## config.mk

```make
export PLATFORM = sky130hd
export DESIGN_NAME = sm4be_round_cell
export DESIGN_NICKNAME = d
export VERILOG_FILES = /design/src/rtl/core/sm4be_pkg.sv /design/src/rtl/core/sm4be_round_cell.sv
export SDC_FILE = /design/constraint.sdc
export NUM_CORES = 1
export LEC_CHECK = 0
export BUFFER_PORTS_ARGS = -buffer_cell sky130_fd_sc_hd__buf_2
export CAP_MARGIN = 20
export CORE_ASPECT_RATIO = 0.5
export CORE_MARGIN = 2
export CORE_UTILIZATION = 25
export CTS_CLUSTER_DIAMETER = 200
export DETAILED_ROUTE_END_ITERATION = 10
export PLACE_DENSITY = 0.4
export SYNTH_ARGS = -nofsm -noshare
export SYNTH_HDL_FRONTEND = slang
export SYNTH_SLANG_ARGS = --single-unit
```

## constraint.sdc

```tcl
create_clock -name clk -period 5.8 [get_ports clk]
set_input_delay 0.58 -clock clk [delete_from_list [all_inputs] [get_ports clk]]
set_output_delay 0.58 -clock clk [all_outputs]
set_load 0.02 [all_outputs]
```

## src/rtl/core/sm4be_pkg.sv

```systemverilog
package sm4be_pkg;

	localparam int ROUNDS    = 32;
	localparam int RIDX_W    = $clog2(ROUNDS);
	localparam int BLOCK_W   = 128;
	localparam int WORD_W    = 32;
	localparam int IN_DATA_W = 168;
	localparam int OUT_DATA_W = 128;

	// request kinds carried on s_tuser
	localparam logic REQ_KEY_WRITE = 1'b0;
	localparam logic REQ_ENCRYPT   = 1'b1;

	// one pipeline slot: key-write requests ride the chain with the blocks
	typedef struct packed {
		logic                is_key;
		logic [RIDX_W-1:0]   key_index;
		logic                last;
		logic [BLOCK_W-1:0]  data;   // {X0,X1,X2,X3} window, or key word in [31:0]
	} item_t;

	localparam logic [7:0] SBOX [256] = '{
		8'hd6,8'h90,8'he9,8'hfe,8'hcc,8'he1,8'h3d,8'hb7,8'h16,8'hb6,8'h14,8'hc2,8'h28,8'hfb,8'h2c,8'h05,
		8'h2b,8'h67,8'h9a,8'h76,8'h2a,8'hbe,8'h04,8'hc3,8'haa,8'h44,8'h13,8'h26,8'h49,8'h86,8'h06,8'h99,
		8'h9c,8'h42,8'h50,8'hf4,8'h91,8'hef,8'h98,8'h7a,8'h33,8'h54,8'h0b,8'h43,8'hed,8'hcf,8'hac,8'h62,
		8'he4,8'hb3,8'h1c,8'ha9,8'hc9,8'h08,8'he8,8'h95,8'h80,8'hdf,8'h94,8'hfa,8'h75,8'h8f,8'h3f,8'ha6,
		8'h47,8'h07,8'ha7,8'hfc,8'hf3,8'h73,8'h17,8'hba,8'h83,8'h59,8'h3c,8'h19,8'he6,8'h85,8'h4f,8'ha8,
		8'h68,8'h6b,8'h81,8'hb2,8'h71,8'h64,8'hda,8'h8b,8'hf8,8'heb,8'h0f,8'h4b,8'h70,8'h56,8'h9d,8'h35,
		8'h1e,8'h24,8'h0e,8'h5e,8'h63,8'h58,8'hd1,8'ha2,8'h25,8'h22,8'h7c,8'h3b,8'h01,8'h21,8'h78,8'h87,
		8'hd4,8'h00,8'h46,8'h57,8'h9f,8'hd3,8'h27,8'h52,8'h4c,8'h36,8'h02,8'he7,8'ha0,8'hc4,8'hc8,8'h9e,
		8'hea,8'hbf,8'h8a,8'hd2,8'h40,8'hc7,8'h38,8'hb5,8'ha3,8'hf7,8'hf2,8'hce,8'hf9,8'h61,8'h15,8'ha1,
		8'he0,8'hae,8'h5d,8'ha4,8'h9b,8'h34,8'h1a,8'h55,8'had,8'h93,8'h32,8'h30,8'hf5,8'h8c,8'hb1,8'he3,
		8'h1d,8'hf6,8'he2,8'h2e,8'h82,8'h66,8'hca,8'h60,8'hc0,8'h29,8'h23,8'hab,8'h0d,8'h53,8'h4e,8'h6f,
		8'hd5,8'hdb,8'h37,8'h45,8'hde,8'hfd,8'h8e,8'h2f,8'h03,8'hff,8'h6a,8'h72,8'h6d,8'h6c,8'h5b,8'h51,
		8'h8d,8'h1b,8'haf,8'h92,8'hbb,8'hdd,8'hbc,8'h7f,8'h11,8'hd9,8'h5c,8'h41,8'h1f,8'h10,8'h5a,8'hd8,
		8'h0a,8'hc1,8'h31,8'h88,8'ha5,8'hcd,8'h7b,8'hbd,8'h2d,8'h74,8'hd0,8'h12,8'hb8,8'he5,8'hb4,8'hb0,
		8'h89,8'h69,8'h97,8'h4a,8'h0c,8'h96,8'h77,8'h7e,8'h65,8'hb9,8'hf1,8'h09,8'hc5,8'h6e,8'hc6,8'h84,
		8'h18,8'hf0,8'h7d,8'hec,8'h3a,8'hdc,8'h4d,8'h20,8'h79,8'hee,8'h5f,8'h3e,8'hd7,8'hcb,8'h39,8'h48
	};

	function automatic logic [WORD_W-1:0] subst_word(input logic [WORD_W-1:0] a);
		return {SBOX[a[31:24]], SBOX[a[23:16]], SBOX[a[15:8]], SBOX[a[7:0]]};
	endfunction

	function automatic logic [WORD_W-1:0] mix_linear(input logic [WORD_W-1:0] b);
		return b ^ {b[29:0], b[31:30]} ^ {b[21:0], b[31:22]}
			^ {b[13:0], b[31:14]} ^ {b[7:0], b[31:8]};
	endfunction

endpackage

```

## src/rtl/core/sm4be_round_cell.sv

```systemverilog
module sm4be_round_cell (
	input  logic                        clk,
	input  logic                        arst_n,
	input  logic                        en,
	input  logic [sm4be_pkg::RIDX_W-1:0] cell_idx,
	input  logic                        in_valid,
	input  sm4be_pkg::item_t            in_item,
	output logic                        out_valid,
	output sm4be_pkg::item_t            out_item
);
	import sm4be_pkg::*;

	logic [WORD_W-1:0] rk_q;
	logic              valid_s1;
	item_t             item_s1;
	logic              key_hit;
	logic [WORD_W-1:0] x0, x1, x2, x3, t, nx;
	item_t             next_item;

	// latch own round key as the key-write request passes by
	assign key_hit = en & in_valid & in_item.is_key & (in_item.key_index == cell_idx);

	always_ff @(posedge clk) begin
		if (key_hit) begin
			rk_q <= in_item.data[WORD_W-1:0];
		end
	end

	assign x0 = in_item.data[127:96];
	assign x1 = in_item.data[95:64];
	assign x2 = in_item.data[63:32];
	assign x3 = in_item.data[31:0];
	assign t  = x1 ^ x2 ^ x3 ^ rk_q;
	assign nx = x0 ^ mix_linear(subst_word(t));

	always_comb begin
		next_item = in_item;
		if (!in_item.is_key) begin
			next_item.data = {x1, x2, x3, nx};
		end
	end

	always_ff @(posedge clk or negedge arst_n) begin
		if (!arst_n) begin
			valid_s1 <= 1'b0;
		end else if (en) begin
			valid_s1 <= in_valid;
		end
	end

	always_ff @(posedge clk) begin
		if (en) begin
			item_s1 <= next_item;
		end
	end

	assign out_valid = valid_s1;
	assign out_item  = item_s1;

endmodule

```

==> report_table.html, run 1 <==
<table>
<tr><th>Metric</th><th>Value</th></tr>
<tr><th colspan="2">Synthesis</th></tr>
<tr><td>Most frequently used flop master after synthesis</td><td>sky130_fd_sc_hd__edfxtp_1</td></tr>
<tr><td>Share of Yosys cell area claimed by the top area cell type</td><td>23.2%</td></tr>
<tr><td>Ys async rst share</td><td>0.595%</td></tr>
<tr><td>Synth Warn #</td><td>0</td></tr>
<tr><td>Number of library cell types mapped by synthesis</td><td>89</td></tr>
<tr><td>Most area-hungry cell type in the Yosys netlist</td><td>sky130_fd_sc_hd__edfxtp_1</td></tr>
<tr><td>Most common cell in the synthesized netlist</td><td>sky130_fd_sc_hd__o21ai_0</td></tr>
<tr><td>Total standard cell area after synthesis</td><td>0.0216 mm2</td></tr>
<tr><td>Cells taking the most area after synthesis</td><td>sky130_fd_sc_hd__edfxtp_1 23%, sky130_fd_sc_hd__o21ai_0 6.8%, sky130_fd_sc_hd__a21oi_1 6.2%</td></tr>
<tr><td>Cells after Synth</td><td>about 2800</td></tr>
<tr><td>Number of enable flip-flop cells after synthesis</td><td>between 150 and 200</td></tr>
<tr><td>Sequential share of the synthesized area</td><td>23.3%</td></tr>
<tr><td>Flip-flop and latch count after synthesis</td><td>168</td></tr>
<tr><td>Net Count, Synth</td><td>2911</td></tr>
<tr><td>Mean Syn Cell Area</td><td>7.87 um2</td></tr>
<tr><td>Most used standard cells in the synthesized netlist</td><td>292 x sky130_fd_sc_hd__o21ai_0, 269 x sky130_fd_sc_hd__a21oi_1, 258 x sky130_fd_sc_hd__nand2_1</td></tr>
<tr><th colspan="2">GRT</th></tr>
<tr><td>Global-route usage over all layers</td><td>25.2%</td></tr>
<tr><td>Number of antenna violations at the first check in global routing</td><td>1</td></tr>
<tr><td>Largest net degree at the start of global routing</td><td>79</td></tr>
<tr><td>Number of global-route vias before repair</td><td>23800</td></tr>
<tr><td>Global route overflow</td><td>0</td></tr>
<tr><td>Global-route wire length before repair</td><td>170 mm</td></tr>
<tr><th colspan="2">Floorplanning</th></tr>
<tr><td>Starting density of the core</td><td>25.2%</td></tr>
<tr><td>Number of I/O pins</td><td>280</td></tr>
<tr><td>Total core area</td><td>about 0.086 mm2</td></tr>
<tr><td>Die area</td><td>0.0890 mm2</td></tr>
<tr><td>Number of standard-cell rows in the floorplan</td><td>76</td></tr>
<tr><td>Die boundary width</td><td>420 um</td></tr>
<tr><td>Die span in y</td><td>between 200 and 250 um</td></tr>
<tr><th colspan="2">Detailed routing</th></tr>
<tr><td>Number of routed nets with antenna violations</td><td>0</td></tr>
<tr><td>Routed WL</td><td>117 mm</td></tr>
<tr><td>Total met2 wirelength after detailed routing</td><td>roughly 55 mm</td></tr>
<tr><td>Post-detailed-route DRC marker count</td><td>0</td></tr>
<tr><td>Metal3 WL</td><td>10.3 mm</td></tr>
<tr><td>Top Metal Used</td><td>met5</td></tr>
<tr><td>Drt pass-1 iters</td><td>7</td></tr>
<tr><td>Detailed-routing wirelength on met1</td><td>47.1 mm</td></tr>
<tr><td>Average detailed-routed wire length per instance</td><td>about 28 um</td></tr>
<tr><td>Total vias in the final route</td><td>25800</td></tr>
<tr><td>Detail-routed via count per cell</td><td>6.30</td></tr>
<tr><td>Violation count after the first detailed-routing iteration</td><td>between 3000 and 4000</td></tr>
<tr><th colspan="2">Clocking</th></tr>
<tr><td>CTS Root Cell</td><td>sky130_fd_sc_hd__clkbuf_16</td></tr>
<tr><td>CTS tree</td><td>built</td></tr>
<tr><td>Clock Tree Buf Depth</td><td>2</td></tr>
<tr><td>Number of sinks on the clock net</td><td>168</td></tr>
<tr><td>Register clock-pin slew on the reported worst setup and hold paths</td><td>0.07 ns</td></tr>
<tr><td>H-tree level count</td><td>4</td></tr>
<tr><td>Skew-Pair Late Insertion Delay</td><td>0.46 ns</td></tr>
<tr><td>Post-CTS setup buffers</td><td>0</td></tr>
<tr><td>CTS Buf Count</td><td>17</td></tr>
<tr><th colspan="2">Critical path</th></tr>
<tr><td>Category of the worst setup path capture point</td><td>register</td></tr>
<tr><td>Worst-path maximum fanout</td><td>18</td></tr>
<tr><td>Kind of launch point of the worst setup path</td><td>register</td></tr>
<tr><td>Arrival time reported for the critical path endpoint</td><td>approximately 5.4 ns</td></tr>
<tr><td>Required time of the critical path</td><td>just over 6 ns</td></tr>
<tr><td>Worst setup path class</td><td>reg -&gt; reg</td></tr>
<tr><th colspan="2">Timing</th></tr>
<tr><td>RSZ-0062 raised after global routing</td><td>false</td></tr>
<tr><td>Setup clock skew after layout</td><td>about 0.011 ns</td></tr>
<tr><td>Min Clock Period, post-route</td><td>5.08 ns</td></tr>
<tr><td>Relative max-transition margin</td><td>25.4%</td></tr>
<tr><td>Count of final max-slew check failures</td><td>0</td></tr>
<tr><td>Final critical-path share of the clock period</td><td>87.6%</td></tr>
<tr><td>Worst path setup slack after routing</td><td>0.721 ns</td></tr>
<tr><td>Highest achievable clock rate</td><td>197 MHz</td></tr>
<tr><td>Slew at the pin with the worst max-slew slack</td><td>1.11 ns</td></tr>
<tr><td>Count of final setup violators</td><td>0</td></tr>
<tr><td>Final total negative setup slack</td><td>0 ns</td></tr>
<tr><td>Final hold viol count</td><td>0</td></tr>
<tr><th colspan="2">Pwr</th></tr>
<tr><td>Static leakage</td><td>0.00883 uW</td></tr>
<tr><td>Total power of the final layout</td><td>9740 uW</td></tr>
<tr><td>Total power density per cell area</td><td>382 mW/mm2</td></tr>
<tr><td>Maximum vdd ir drop</td><td>291 uV</td></tr>
<tr><th colspan="2">Cells and area</th></tr>
<tr><td>Net count, final</td><td>3078</td></tr>
<tr><td>Area added between synthesis and finish</td><td>18.0%</td></tr>
<tr><td>Ratio of cells with drive above 1 in the final layout</td><td>23.4%</td></tr>
<tr><td>Cell area after layout</td><td>0.0255 mm2</td></tr>
<tr><td>Number of diodes</td><td>0</td></tr>
<tr><td>Area used by sequential logic in the layout</td><td>around 0.0050 mm2</td></tr>
<tr><td>Combined area of the multi-input logic cells</td><td>roughly 0.016 mm2</td></tr>
<tr><td>Fillcell total</td><td>9330</td></tr>
<tr><th colspan="2">Place</th></tr>
<tr><td>HPWL after detailed placement</td><td>about 83 mm</td></tr>
<tr><td>Post-Place Cell Area</td><td>between 0.02 and 0.025 mm2</td></tr>
<tr><td>Total of buffers placed on input and output ports</td><td>279</td></tr>
<tr><td>Placement-stage worst setup slack</td><td>0.505 ns</td></tr>
<tr><td>RePlAce Congestion</td><td>0.990</td></tr>
<tr><th colspan="2">Run status</th></tr>
<tr><td>Run status</td><td>completed</td></tr>
<tr><th colspan="2">Worst hold path</th></tr>
<tr><td>Class of the most critical hold timing path</td><td>in -&gt; reg</td></tr>
<tr><th colspan="2">Run</th></tr>
<tr><td>Maximum Capacitance Violations</td><td>0</td></tr>
</table>
==> placed cells by master, fill, tap and decap left out, types with 35 or more instances in the layout <==
master / netlist / layout
sky130_fd_sc_hd__a31oi_1: 52 / 52
sky130_fd_sc_hd__edfxtp_1: 167 / 167
sky130_fd_sc_hd__o221ai_1: 37 / 37
sky130_fd_sc_hd__nand3_1: 77 / 77
sky130_fd_sc_hd__o22ai_1: 45 / 45
sky130_fd_sc_hd__xor2_1: 79 / 65
sky130_fd_sc_hd__o211ai_1: 47 / 47
sky130_fd_sc_hd__xnor2_1: 104 / 88
sky130_fd_sc_hd__nand2_1: 258 / 258
sky130_fd_sc_hd__a311oi_1: 35 / 35
sky130_fd_sc_hd__o21ai_1: 36 / 36
sky130_fd_sc_hd__buf_4: 24 / 164
sky130_fd_sc_hd__nor2_1: 213 / 213
sky130_fd_sc_hd__mux2_2: 102 / 102
sky130_fd_sc_hd__buf_2: 116 / 277
sky130_fd_sc_hd__a21oi_1: 269 / 269
sky130_fd_sc_hd__o21ai_0: 292 / 292
sky130_fd_sc_hd__a221oi_1: 48 / 48
sky130_fd_sc_hd__nor3_1: 83 / 82
sky130_fd_sc_hd__a211oi_1: 59 / 59
==> path summary, 6_finish.rpt <==
path,from,end,slack [ns],cells past startpoint
worst max-delay path,rk_q[4]$_DFFE_PP_,out_item[6]$_DFFE_PP_,0.72,12
worst min-delay path,in_item[128],out_item[128]$_DFFE_PP_,0.30,1
worst max register to register,rk_q[4]$_DFFE_PP_,out_item[6]$_DFFE_PP_,0.72,12
worst min register to register,out_valid$_DFFE_PN0P_,out_valid$_DFFE_PN0P_,0.57,1
max in group asynchronous,arst_n,out_valid$_DFFE_PN0P_,5.28,2
min in group asynchronous,arst_n,out_valid$_DFFE_PN0P_,0.44,2
==> cells by family (layout without fill, tap and decap cells) <==
logic type	after synthesis	after routing	synth area share (%)
xor gates and xnor gates	233	233	11.9
muxes	117	117	6.00
AOI/OAI and AO/OA	1196	1196	36.7
and+or+nand+nor	697	697	14.0
buffers and inverters	320	500	6.96
adders and majority gates	19	19	1.08
DFF	168	168	23.3
==> final cells by class <==
cell class                      count  area share [%]
Timing Repair Buffer              453            11.1
Clock buffer                       20            1.83
Sequential cell                   168            19.7
Multi-Input combinational cell   2262            60.9
Tap cell                         1170            5.74
Clock inverter                     12           0.461
Inverter                           15           0.221
==> what timing repair did <==
item / 4_1_cts / 5_1_grt
hold buffers: 1 / 0
endpoints found under the hold margin: 1 / 0
resized for setup: 0 / 0
==> critical path, cell delays in order, from the launching register on <==
cell,delay [ns]
sky130_fd_sc_hd__edfxtp_1,0.39
sky130_fd_sc_hd__xor2_1,0.24
sky130_fd_sc_hd__xnor2_2,0.88
sky130_fd_sc_hd__nand2_1,0.40
sky130_fd_sc_hd__o21a_1,0.29
sky130_fd_sc_hd__o22ai_1,0.23
sky130_fd_sc_hd__a2111oi_0,0.10
sky130_fd_sc_hd__a2111oi_0,0.93
sky130_fd_sc_hd__buf_4,0.23
sky130_fd_sc_hd__a311o_1,0.24
sky130_fd_sc_hd__xor2_1,0.46
sky130_fd_sc_hd__xnor3_1,0.41
sky130_fd_sc_hd__o21ai_1,0.12
==> per-stage QoR <==
step	util, %	instances	hold WS (ns)
final	29.7	4100	0.303
after global routing	29.7	4100	0.283
after CTS	29.7	4100	0.279
after detailed placement	29.0	4067	0.359
after global placement	29.0	4067	0.359
after floorplan	-	2750	0.284
==> power by group <==
part	internal [uW]	leakage (uW)	total [uW]	switching (uW)
sequential	1600	0.00162	1650	45.4
combinational	2520	0.00693	6940	4420
clock	629	0.000275	1150	524
==> metal layers <==
metal	vias to the layer above	track usage (%)
met1	12700	33.6
li1	11000	-
met2	1800	41.9
met4	2	8.01
met3	322	3.46
met5	-	0
==> flip-flops by register name, summed over array words and instances (netlist names) <==
register	cells
out_valid	1
out_item	135
rk_q	32
No activity file was read; power rests on OpenSTA's default activity.
==> inputs of run 2 (changes only) <==
--- a/config.mk
+++ b/config.mk
@@ -7,12 +7,14 @@
 export LEC_CHECK = 0
 export BUFFER_PORTS_ARGS = -buffer_cell sky130_fd_sc_hd__buf_2
 export CAP_MARGIN = 20
+export CELL_PAD_IN_SITES_DETAIL_PLACEMENT = 1
+export CELL_PAD_IN_SITES_GLOBAL_PLACEMENT = 2
 export CORE_ASPECT_RATIO = 0.5
 export CORE_MARGIN = 2
 export CORE_UTILIZATION = 25
 export CTS_CLUSTER_DIAMETER = 200
 export DETAILED_ROUTE_END_ITERATION = 10
-export PLACE_DENSITY = 0.4
+export PLACE_DENSITY = 0.61
 export SYNTH_ARGS = -nofsm -noshare
 export SYNTH_HDL_FRONTEND = slang
 export SYNTH_SLANG_ARGS = --single-unit
==> report_table.html, run 2 (synthesis results as in run 1) <==
<table>
<tr><th>Metric</th><th>Value</th></tr>
<tr><th colspan="2">Clocking</th></tr>
<tr><td>CTS tree</td><td>built (unchanged)</td></tr>
<tr><td>Clock Tree Buf Depth</td><td>2 (unchanged)</td></tr>
<tr><td>Resized Gates After CTS</td><td>0 (unchanged)</td></tr>
<tr><td>Number of sinks on the clock net</td><td>168 (unchanged)</td></tr>
<tr><td>CTS Buf Count</td><td>17 (unchanged)</td></tr>
<tr><td>Post-CTS setup buffers</td><td>0 (unchanged)</td></tr>
<tr><td>H-tree level count</td><td>4 (unchanged)</td></tr>
<tr><td>CTS Root Cell</td><td>sky130_fd_sc_hd__clkbuf_16 (unchanged)</td></tr>
<tr><td>Hold-fix buffer count after cts</td><td>1 (unchanged)</td></tr>
<tr><td>Register clock-pin slew on the reported worst setup and hold paths</td><td>0.08 ns (was 0.07 ns)</td></tr>
<tr><td>Skew-Pair Late Insertion Delay</td><td>0.48 ns (was 0.46 ns)</td></tr>
<tr><th colspan="2">Floorplanning</th></tr>
<tr><td>Starting density of the core</td><td>25.2% (unchanged)</td></tr>
<tr><td>Number of I/O pins</td><td>280 (unchanged)</td></tr>
<tr><td>Number of standard-cell rows in the floorplan</td><td>76 (unchanged)</td></tr>
<tr><td>Die area</td><td>0.0890 mm2 (unchanged)</td></tr>
<tr><td>Die span in y</td><td>212 um (unchanged)</td></tr>
<tr><td>Total core area</td><td>0.0859 mm2 (unchanged)</td></tr>
<tr><td>Die boundary width</td><td>420 um (unchanged)</td></tr>
<tr><th colspan="2">Critical path</th></tr>
<tr><td>Slowest library cell on the worst path</td><td>sky130_fd_sc_hd__a2111oi_0 (unchanged)</td></tr>
<tr><td>Worst-path maximum fanout</td><td>22 (was 18)</td></tr>
<tr><td>Kind of launch point of the worst setup path</td><td>register (unchanged)</td></tr>
<tr><td>Worst setup path class</td><td>reg -&gt; reg (unchanged)</td></tr>
<tr><td>Required time of the critical path</td><td>6.03 ns (was 6.11 ns)</td></tr>
<tr><td>Cells along the critical path</td><td>xor2_2, xor2_4, nor2_1, nand2_1, o21ai_1, a2111oi_0, buf_4, nor2_1, a211oi_2, xnor3_1, xor2_1, mux2_2 (was xor2_1, xnor2_2, nand2_1, o21a_1, o22ai_1, a2111oi_0, a2111oi_0, buf_4, a311o_1, xor2_1, xnor3_1, o21ai_1)</td></tr>
<tr><td>Crit-path max cell delay</td><td>0.96 ns (was 0.93 ns)</td></tr>
<tr><td>Category of the worst setup path capture point</td><td>register (unchanged)</td></tr>
<tr><td>Arrival time reported for the critical path endpoint</td><td>5.58 ns (was 5.39 ns)</td></tr>
<tr><td>Cell mode on critical path</td><td>sky130_fd_sc_hd__nor2_1</td></tr>
<tr><th colspan="2">Timing</th></tr>
<tr><td>Min Clock Period, post-route</td><td>5.36 ns (was 5.08 ns)</td></tr>
<tr><td>Final hold viol count</td><td>0 (unchanged)</td></tr>
<tr><td>Worst path setup slack after routing</td><td>0.444 ns (was 0.721 ns)</td></tr>
<tr><td>Count of final setup violators</td><td>0 (unchanged)</td></tr>
<tr><td>Slew at the pin with the worst max-slew slack</td><td>1.11 ns (about the same)</td></tr>
<tr><td>Highest achievable clock rate</td><td>187 MHz (was 197 MHz)</td></tr>
<tr><td>Final total negative setup slack</td><td>0 ns (unchanged)</td></tr>
<tr><td>RSZ-0062 raised after global routing</td><td>false (unchanged)</td></tr>
<tr><td>Relative max-transition margin</td><td>25.0% (was 25.4%)</td></tr>
<tr><td>Setup clock skew after layout</td><td>0.0145 ns (was 0.0110 ns)</td></tr>
<tr><td>Final critical-path share of the clock period</td><td>92.3% (was 87.6%)</td></tr>
<tr><td>Count of final max-slew check failures</td><td>0 (unchanged)</td></tr>
<tr><th colspan="2">Detailed routing</th></tr>
<tr><td>Drt pass-1 iters</td><td>6 (was 7)</td></tr>
<tr><td>Violation count after the first detailed-routing iteration</td><td>3249 (was 3934)</td></tr>
<tr><td>Post-detailed-route DRC marker count</td><td>0 (unchanged)</td></tr>
<tr><td>Total met2 wirelength after detailed routing</td><td>58.1 mm (was 55.1 mm)</td></tr>
<tr><td>Detail-routed via count per cell</td><td>6.23 (was 6.30)</td></tr>
<tr><td>Number of routed nets with antenna violations</td><td>0 (unchanged)</td></tr>
<tr><td>Routed WL</td><td>122 mm (was 117 mm)</td></tr>
<tr><td>Total vias in the final route</td><td>25500 (was 25800)</td></tr>
<tr><td>Average detailed-routed wire length per instance</td><td>29.7 um (was 28.4 um)</td></tr>
<tr><td>Detailed-routing wirelength on met1</td><td>50.5 mm (was 47.1 mm)</td></tr>
<tr><td>Top Metal Used</td><td>met4 (was met5)</td></tr>
<tr><td>Metal3 WL</td><td>9.23 mm (was 10.3 mm)</td></tr>
<tr><th colspan="2">Cells and area</th></tr>
<tr><td>Area added between synthesis and finish</td><td>18.1% (was 18.0%)</td></tr>
<tr><td>Number of diodes</td><td>0 (unchanged)</td></tr>
<tr><td>Highest-count cells in the layout ignoring fill and taps</td><td>292 x sky130_fd_sc_hd__o21ai_0, 277 x sky130_fd_sc_hd__buf_2, 269 x sky130_fd_sc_hd__a21oi_1, 258 x sky130_fd_sc_hd__nand2_1, 213 x sky130_fd_sc_hd__nor2_1 (unchanged)</td></tr>
<tr><td>Net count, final</td><td>3075 (was 3078)</td></tr>
<tr><td>Most common cell after layout, fill and taps aside</td><td>sky130_fd_sc_hd__o21ai_0 (unchanged)</td></tr>
<tr><td>Largest register FFs</td><td>135 (unchanged)</td></tr>
<tr><td>Ratio of cells with drive above 1 in the final layout</td><td>23.3% (was 23.4%)</td></tr>
<tr><td>Non-filler instance count after layout</td><td>4097 (was 4100)</td></tr>
<tr><th colspan="2">Run</th></tr>
<tr><td>Maximum Capacitance Violations</td><td>0 (unchanged)</td></tr>
<tr><th colspan="2">Place</th></tr>
<tr><td>Total of buffers placed on input and output ports</td><td>279 (unchanged)</td></tr>
<tr><td>Number of placed cells counting well taps</td><td>4064 (was 4067)</td></tr>
<tr><td>RePlAce Congestion</td><td>0.953 (was 0.990)</td></tr>
<tr><td>HPWL after detailed placement</td><td>87.7 mm (was 83.3 mm)</td></tr>
<tr><td>Placement-stage worst setup slack</td><td>0.147 ns (was 0.505 ns)</td></tr>
<tr><th colspan="2">Pwr</th></tr>
<tr><td>Total power density per cell area</td><td>386 mW/mm2 (was 382 mW/mm2)</td></tr>
<tr><td>Static leakage</td><td>0.00884 uW (was 0.00883 uW)</td></tr>
<tr><td>Maximum vdd ir drop</td><td>193 uV (was 291 uV)</td></tr>
<tr><th colspan="2">Run status</th></tr>
<tr><td>Run status</td><td>completed (unchanged)</td></tr>
<tr><th colspan="2">GRT</th></tr>
<tr><td>Number of global-route vias before repair</td><td>25200 (was 23800)</td></tr>
<tr><td>Largest net degree at the start of global routing</td><td>103 (was 79)</td></tr>
<tr><td>Global-route wire length before repair</td><td>179 mm (was 170 mm)</td></tr>
<tr><td>Global route overflow</td><td>0 (unchanged)</td></tr>
<tr><td>Number of antenna violations at the first check in global routing</td><td>0 (was 1)</td></tr>
<tr><td>Global-route usage over all layers</td><td>26.5% (was 25.2%)</td></tr>
<tr><th colspan="2">Worst hold path</th></tr>
<tr><td>Class of the most critical hold timing path</td><td>in -&gt; reg (unchanged)</td></tr>
</table>
run 2: where the power goes:
part	total, uW	switching [uW]	internal [uW]	leakage (uW)
sequential	1650	46.5	1600	0.00162
clock	1170	561	610	0.000280
combinational	7040	4510	2530	0.00693
total	9860	5110	4740	0.00884
run 2: final timing paths:
check | from | end | slack (ns) | cells after the start
max reg2reg | rk_q[3]$_DFFE_PP_ | out_item[24]$_DFFE_PP_ | 0.44 | 12
max in group asynchronous | arst_n | out_valid$_DFFE_PN0P_ | 5.27 | 2
min in group asynchronous | arst_n | out_valid$_DFFE_PN0P_ | 0.43 | 2
min | in_item[128] | out_item[128]$_DFFE_PP_ | 0.28 | 1
min reg2reg | out_valid$_DFFE_PN0P_ | out_valid$_DFFE_PN0P_ | 0.52 | 1
max | rk_q[3]$_DFFE_PP_ | out_item[24]$_DFFE_PP_ | 0.44 | 12
run 2: per-stage QoR:
| step | util [%] | hold slack, ns | area, um2 | total power (uW) |
|---|---|---|---|---|
| 2_1_floorplan | - | 0.284 | 21600 | 6100 |
| 3_3_place_gp | 29.1 | 0.375 | 25000 | 8590 |
| 3_5_place_dp | 29.1 | 0.375 | 25000 | 8560 |
| 4_1_cts | 29.8 | 0.252 | 25600 | 9770 |
| 5_1_grt | 29.8 | 0.252 | 25600 | 10300 |
| 6_report | 29.8 | 0.282 | 25600 | 9860 |
run 2: cell type report:
type                            instances  area, um2
Inverter                               15       56.3
Fill cell                           10300      60300
Clock buffer                           18        429
Clock inverter                         14        151
Sequential cell                       168       5040
Multi-Input combinational cell       2262      15500
Timing Repair Buffer                  450       2870
Tap cell                             1170       1460
run 2: critical path: cells and delay by family (launching register included):
family | cells | cell delay, ns
AO/OA/AOI/OAI | 3 | 1.65
XOR/XNOR | 4 | 1.81
buffers and inverters | 1 | 0.25
flip-flops | 1 | 0.42
multiplexers | 1 | 0.29
AND/OR/NAND/NOR | 3 | 0.66
run 2: metal layers:
| layer | track usage [%] | up-vias |
|---|---|---|
| li1 | - | 11000 |
| met3 | 3.79 | 254 |
| met5 | 0 | - |
| met1 | 35.2 | 12900 |
| met2 | 44.4 | 1387 |
| met4 | 8.26 | 0 |
